### src/rtl/core/crdl_pkg.sv
// Shared types and constants for the configuration ROM directory lookup.
`timescale 1ns / 1ps
`default_nettype none

package crdl_pkg;

  localparam int MAX_ENTRIES = 256;
  localparam int IDX_W = 8;
  localparam int CNT_W = $clog2(MAX_ENTRIES + 1);
  localparam int HDR_LIMIT = 256;

  localparam logic [31:0] CSR_BASE_LO = 32'hF000_0000;
  localparam logic [31:0] ROM_BASE_LO = 32'hF000_0400;

  localparam logic [1:0] ST_OK      = 2'd0;
  localparam logic [1:0] ST_NOENT   = 2'd1;
  localparam logic [1:0] ST_BADARG  = 2'd2;
  localparam logic [1:0] ST_HDRLONG = 2'd3;

  localparam logic [1:0] KT_IMMEDIATE = 2'd0;
  localparam logic [1:0] KT_OFFSET    = 2'd1;

  typedef enum logic [1:0] {
    CMD_LOAD_HDR = 2'd0,
    CMD_LOAD_ENT = 2'd1,
    CMD_FIND     = 2'd2,
    CMD_QUERY    = 2'd3
  } cmd_t;

  typedef enum logic [1:0] {
    FSM_IDLE,
    FSM_WAIT,
    FSM_SCAN,
    FSM_FINISH
  } fsm_state_t;

  typedef enum logic [1:0] {
    ASEL_NONE,
    ASEL_CSR,
    ASEL_ROM
  } addr_sel_t;

  typedef struct packed {
    logic [1:0]       status;
    logic [IDX_W-1:0] index;
    logic [1:0]       etype;
    logic [5:0]       ekey;
    logic [23:0]      evalue;
    logic [24:0]      offset;
    addr_sel_t        asel;
  } crdl_res_t;

endpackage

`default_nettype wire

### src/rtl/core/crdl_entry_eval.sv
// Decodes one directory entry quadlet into the reported fields and, for leaf and directory entries, its ROM offset.
`timescale 1ns / 1ps
`default_nettype none

module crdl_entry_eval
  import crdl_pkg::*;
(
  input  wire logic [31:0]      word,
  input  wire logic [IDX_W-1:0] index,
  input  wire logic [7:0]       dir_start,
  output crdl_res_t             res
);

  logic [1:0]  etype;
  logic [23:0] evalue;

  assign etype  = word[31:30];
  assign evalue = word[23:0];

  always_comb begin
    res        = '0;
    res.index  = index;
    res.etype  = etype;
    res.ekey   = word[29:24];
    res.evalue = evalue;
    res.asel   = ASEL_NONE;
    if (etype == KT_IMMEDIATE) begin
      res.status = ST_BADARG;
    end else if (etype == KT_OFFSET) begin
      res.status = ST_OK;
      res.asel   = ASEL_CSR;
    end else begin
      // Leaf and directory entries point relative to the entry's own position.
      res.status = ST_OK;
      res.asel   = ASEL_ROM;
      res.offset = 25'(evalue) + 25'(dir_start) + 25'(index) + 25'd1;
    end
  end

endmodule

`default_nettype wire

### config.mk
export PLATFORM = sky130hd
export DESIGN_NAME = crdl_entry_eval
export DESIGN_NICKNAME = d
export VERILOG_FILES = /design/src/rtl/core/crdl_pkg.sv /design/src/rtl/core/crdl_entry_eval.sv
export SDC_FILE = /design/constraint.sdc
export NUM_CORES = 1
export LEC_CHECK = 0
export BUFFER_PORTS_ARGS = -buffer_cell sky130_fd_sc_hd__buf_2
export CAP_MARGIN = 10
export CORE_MARGIN = 2
export CORE_UTILIZATION = 44
export DETAILED_ROUTE_END_ITERATION = 16
export PLACE_DENSITY = 0.91
export RECOVER_POWER = 25
export SYNTH_ARGS = -nofsm -noshare
export SYNTH_HDL_FRONTEND = slang
export SYNTH_SLANG_ARGS = --single-unit
### constraint.sdc
create_clock -name vclk -period 7
set_input_delay 0.7 -clock vclk [all_inputs]
set_output_delay 0.7 -clock vclk [all_outputs]
set_load 0.01 [all_outputs]
Yosys cells after proc, flatten, opt, wreduce, memory -nomap -nowiden. Cells that the tools add are included.

Flip-flop bits (word level): 0. Input port bits: 48.

Eq/ne operators: 1. Muxes and demuxes: 4. Add/sub/neg operators: 3. Reductions and logical operators: 1.

Operators by type and width (count): $mux 27 (1); $add 24x8->25 (1); $add 25x1->25 const B (1); $add 25x8->25 (1); $mux 25 (1); $mux 2 (2); $eq 2x1->1 const B (1); $logic_not 2->1 (1).

Depth between registers and ports, before layout. Gate-level depths: netlist of run 1.

Depth after elaboration: 5. Depth in mapped cells: 12. Mapped depth without buffers: 12.

Least setup slack after synthesis of run 1. Ideal clock, no wire load.

Kind: in2out. Start point: input port word[1]. End point: output port res[22] (netlist name). Buffers on the path: 0. Data arrival time: 2943 ps. Cell stages on the path: 9. Slack: 3357 ps. Required time: 6300 ps. Path through: fa_1 inv_1 fa_1 nor2b_4 o31a_1 o41ai_4 a21o_1 or3_1 a21boi_1.

RTL lines: start, declared (line crdl_entry_eval.sv:8) `input wire logic [31:0] word,`; end, declared (line crdl_entry_eval.sv:11) `output crdl_res_t res`.

==> reports/metrics.sh, run 1 <==
PLACE.PORT_BUFFERS=104
SLEW_HEADROOM=0.388
TIMING.CRITICAL_PATH.ARRIVAL_NS=3.22
SYN_INST=177
CTS_RESIZED=0
POST_CTS.REPAIR.SETUP_BUFFERS=0
SYNTHTOPCELLSBYAREA='buf_4, fa_1, ha_1'
GRT_OVERFLOW_TOTAL=0
FINAL.HOLD.WORST_SLACK_NS=1.40
CP_CAPTURE_TYPE='output pin'
CRIT_PATH_MAX_INCR_DELAY_NS=0.56
PLACED_AREA_SQ_UM=1590
CP.REQUIRED_NS=6.30
POST_ROUTE_CELLS_DRIVE_ABOVE_1_SHARE=0.417
POST_DRT_WL_PER_CELL_MICRONS=10.6
CRITICAL_PATH_PEAK_FANOUT=5
FP-ROW-COUNT=20
YS_WARN_COUNT=0
MAX_SLEW.WORST_PIN.SLEW_NS=0.918
OVERALL_POWER_AFTER_LAYOUT_mW=0.163
POWERDENSITY_nW_PER_UM2=104
DIE_W_MICRONS=59.4
DIE_AREA_SQ_UM=3530
POWER.LEAKAGE_nW=0.844
SETUP-TNS-FINAL_NS=0
POST-ROUTE-UTIL=0.528
DR_TOTAL_VIAS=1342
FILL_CELLS=303
BOUNDARYPINS=117
MAXSLEWVIOLCOUNT=0
CP_CELL_SEQUENCE='buf_2 -> fa_1 -> inv_1 -> fa_1 -> nor2b_4 -> o31a_1 -> o41ai_4 -> a21o_1 -> nor3_1 -> mux2i_1 -> buf_2'
CRITICAL_PATH_CLASS='in2out'
MAX_CLOCK_FREQ_MHz=255
STARTPOINT_TYPE='primary input'
WORST_PATH_MAX_DELAY_CELL='fa_1'
N_CLOCK_BUFFER=0
REMAINING_DRC_ERRORS=0
ROUTED_WIRELENGTH_MICRONS=2850
HOLD_VIOL=0
MAX_CAP_VIOLATIONS=0
WORSTHOLDPATHTYPE='in2out'
DP.CELLS=268
STATUS='complete, no violations'
FIN_WS_NS=3.08
LAYOUT.CELL_AREA.NON_FILLER_SQ_UM=1570
FINAL_CELLS=268
VDD_DROP_MAX_mV=0.0468
GRT_PASS1_VIAS=1153
DR.PASS1.ITERS=4
TIMING.FINAL.CRIT_SHARE=0.561
SYNTH_TOP_CELL_AREA_SHARE=0.228
INITIAL_CELL_DENSITY_OF_THE_CORE=0.453
SYN_AVG_CELL_AREA_SQ_UM=7.63
POST_SYNTH_INSTANCE_AREA_SQ_UM=1350
LAYOUT_MIN_CYCLE_TIME_NS=3.92
POST_SYNTH_NUM_CELL_TYPES=39
PLACE.DETAILED.HPWL_MICRONS=2490
FINAL_NET_COUNT=303
GRT_UTIL_ALL_LAYERS=0.156
GRT_FIRST_PASS_WIRELENGTH_MICRONS=4580
CTS-HOLD-FIX-BUFFERS=0
GRT_START_MAX_NET_PINS=31
REPORT.FINAL.SETUP_VIOL=0
SEQCELLAREA_SQ_UM=0
DP_SLACK_NS=3.06
DESIGN.SEQ.COUNT=0
VIA_PER_INST=5.01
CELL_TAKING_THE_MOST_AREA_AFTER_SYNTHESIS='buf_4'
ANTENNA_LEFT=0
GP_CONGESTION=0.830
INSERTEDDIODECOUNT=0
RSZ0062_AT_GRT='no'
SYNTH_SEQ_AREA_SHARE=0
DIE_HEIGHT_MICRONS=59.4
SYNTH_TO_LAYOUT_AREA_GROWTH_PCT=16.4
DRT-INITIAL-DRC-COUNT=66
CORE_AREA_SQ_UM=2980
GRT_ANTENNA_BEFORE_REPAIR=0
SYNTH_NETS=243
==> critical path: cells and delay by family <==
kind / cells / cell delay (ns)
AND/OR/NAND/NOR: 2 / 0.37
buffers and inverters: 3 / 0.34
AO/OA/AOI/OAI: 3 / 0.55
multiplexers: 1 / 0.23
adder cells (fa/ha/maj): 2 / 1.04
==> cells by family after synthesis <==
group | synth area share
compound gates | 0.213
buf+inv | 0.267
mux | 0.00741
simple gates | 0.208
fa+ha+maj | 0.211
other cells | 0.00278
xor+xnor | 0.0908
==> power breakdown <==
| group | internal (mW) | switching [mW] | total, mW |
|---|---|---|---|
| Clock | 0 | 0 | 0 |
| Sequential | 0 | 0 | 0 |
| Combinational | 0.0750 | 0.0881 | 0.163 |
| Total | 0.0750 | 0.0881 | 0.163 |
==> synth_stat cells <==
cell type  instances
o21ai_2            1
and2_1            15
or3_1              3
nor3b_1            1
inv_1              9
and3_1             4
o21ai_0            6
and3b_1            1
o41ai_4            1
nor2_1             2
a21oi_1           11
a21boi_0           3
mux2i_1            1
o211ai_1           1
a21boi_1           1
nand3b_1           1
fa_1               8
and4_1             1
o21a_2             1
nand4_1            1
nand3_1            2
o21ai_1            1
ha_1              10
a21o_1             3
nor3_1             4
o21a_1             3
nor2b_4            1
o31ai_1            1
xor2_1            10
conb_1             1
buf_4             41
a31oi_1            1
a211oi_1           4
o31a_1             1
nor2b_1            3
xnor2_1            4
nand2_1            9
o211a_4            1
clkbuf_1           5
==> cell type report <==
cell class         count  area (sq um)  area share
well taps             33          41.3      0.0263
repair buffers       104           507       0.322
inverters              9          33.8      0.0215
multi-input cells    122           990       0.630
==> per-layer routing <==
metal	part of all wire	global-route usage	wire length [microns]
met1	0.42	0.197	1200
met2	0.51	0.306	1450
met3	0.072	0.00655	206
met4	0	0	0
met5	0	0	0
==> cell usage in the layout, fill, tap and decap left out, types with 2 or more instances in the layout <==
cell / count
ha_1: 10
nand3_1: 2
a211oi_1: 4
and2_1: 15
clkbuf_1: 11
a21boi_0: 3
nand2_1: 9
o21a_1: 3
a21oi_1: 11
nor2b_1: 3
fa_1: 8
buf_2: 93
a21o_1: 3
nor2_1: 2
o21ai_0: 6
xor2_1: 10
inv_1: 9
and3_1: 4
or3_1: 3
nor3_1: 4
xnor2_1: 4
==> path summary, 6_finish.rpt <==
check  endpoint  cells past startpoint  startpoint  slack (ns)
max     res[24]                     11     word[1]        3.08
min     res[52]                      0    word[25]        1.40
(Power assumes the default switching activity.)
==> inputs of run 2 (changes only) <==
CORE_UTILIZATION = 37   (was 44)
PLACE_DENSITY = 0.82   (was 0.91)
clock period = 3.5 ns   (was 7 ns; I/O delays follow)
==> reports/metrics.sh, run 2 (synthesis results as in run 1) <==
STATUS='complete, no violations'
GRTUSAGEMET3=0.0158
BOUNDARYPINS=117
GRT_UTIL_ALL_LAYERS=0.152
DR.PASS1.ITERS=4
HOLD_VIOL=0
MAX_CLOCK_FREQ_MHz=310
POST_ROUTE_CELLS_DRIVE_ABOVE_1_SHARE=0.419
TIMING.CRITICAL_PATH.ARRIVAL_NS=2.88
P_SEQ_FRAC=0
FINAL_CELL_MIX='buf_2, and2_1, a21oi_1, clkbuf_1'
WORST_PATH_MAX_DELAY_CELL='fa_1'
ANTENNA_LEFT=0
CP_CELL_SEQUENCE='buf_2 -> fa_1 -> inv_1 -> fa_1 -> nor2b_4 -> o31a_1 -> o41ai_4 -> a21o_1 -> or3_1 -> a21boi_1 -> buf_2'
POWERDENSITY_nW_PER_UM2=207
P_CLK_FRAC=0
CORE_AREA_SQ_UM=3420
GRT.MET2_USAGE=0.313
OVERALL_POWER_AFTER_LAYOUT_mW=0.331
DIE_AREA_SQ_UM=4150
SETUP-TNS-FINAL_NS=0
CTS-HOLD-FIX-BUFFERS=0
GLOBAL_ROUTE.PEAK_USAGE_LAYER='met2'
DP.CELLS=282
REPORT.FINAL.SETUP_VIOL=0
INSERTEDDIODECOUNT=0
LAYOUT_MIN_CYCLE_TIME_NS=3.23
PLACE.DETAILED.HPWL_MICRONS=2700
PLACE.PORT_BUFFERS=104
POST-ROUTE-UTIL=0.467
RSZ0062_AT_GRT='no'
GP_CONGESTION=0.765
DR_TOTAL_VIAS=1356
INITIAL_CELL_DENSITY_OF_THE_CORE=0.395
DRT-INITIAL-DRC-COUNT=36
CP_CAPTURE_TYPE='output pin'
N_CLOCK_BUFFER=0
POST_CTS.REPAIR.SETUP_BUFFERS=0
GRT_ANTENNA_BEFORE_REPAIR=0
SYNTH_TO_LAYOUT_AREA_GROWTH_PCT=18.2
GLOBALROUTEMET1UTIL=0.171
DP_SLACK_NS=0.261
FP-ROW-COUNT=21
POWER.INTERNAL_mW=0.152
DIE_W_MICRONS=64.4
LAYOUT.CELLS.MOST_COMMON='buf_2'
CTS_RESIZED=0
CRIT_PATH_MAX_INCR_DELAY_NS=0.56
POWER.SWITCHING_FRACTION=0.542
GRT_PASS1_VIAS=1284
SEQCELLAREA_SQ_UM=0
STARTPOINT_TYPE='primary input'
P_SWITCHING_mW=0.179
VIA_PER_INST=4.81
MAXSLEWVIOLCOUNT=0
POST_DRT_WL_PER_CELL_MICRONS=11.1
DESIGN.SEQ.COUNT=0
FINAL_CELLS=282
GRT_START_MAX_NET_PINS=31
VDD_DROP_MAX_mV=0.0619
POWER.COMBINATIONAL.FRACTION=1.000
CP.REQUIRED_NS=3.15
REMAINING_DRC_ERRORS=0
CRITICAL_PATH_CLASS='in2out'
CRITICAL_PATH_PEAK_FANOUT=5
FINAL_NET_COUNT=304
FIN_WS_NS=0.270
POWER.LEAKAGE_nW=0.849
GRT_FIRST_PASS_WIRELENGTH_MICRONS=5350
DIE_HEIGHT_MICRONS=64.4
ROUTED_WIRELENGTH_MICRONS=3130
MAX_CAP_VIOLATIONS=0
TIMING.FINAL.CRIT_SHARE=0.923
WORSTHOLDPATHTYPE='in2out'
GRT_OVERFLOW_TOTAL=0
run 2: worst max-delay path, delay by kind of cell:
kind	cells	cell delay (ns)
adders and majority gates	2	1.03
AOI/OAI and AO/OA	4	0.70
and+or+nand+nor	2	0.47
buffers and inverters	3	0.32
run 2: routing by layer:
| layer | vias up | share of wire |
|---|---|---|
| met3 | 2 | 0.092 |
| met4 | 0 | 0.0067 |
| met1 | 607 | 0.39 |
| met5 | - | 0 |
| met2 | 64 | 0.51 |
| li1 | 683 | - |
run 2: path summary, 6_finish.rpt:
check | from | end | cells after the start
max | word[1] | res[22] | 11
min | word[24] | res[51] | 0
run 2: area by class of cell:
cell class                      count  area (sq um)
Timing Repair Buffer              105           514
Multi-Input combinational cell    122           990
Inverter                            9          33.8
Fill cell                         372          1820
Tap cell                           46          57.6
run 2: power by group through the flow:
stage | combinational, mW | clock [mW] | sequential (mW)
after floorplan | 0.249 | 0 | 0
after global placement | 0.327 | 0 | 0
after detailed placement | 0.335 | 0 | 0
after CTS | 0.336 | 0 | 0
after global routing | 0.372 | 0 | 0
final | 0.331 | 0 | 0
run 2: metrics by stage:
step / hold WS (ns) / area, sq um
global placement: 0.700 / 1610
detailed placement: 0.700 / 1610
global route: 0.700 / 1600
finish: 0.700 / 1600
CTS: 0.700 / 1610
floorplan: 0.748 / 1350
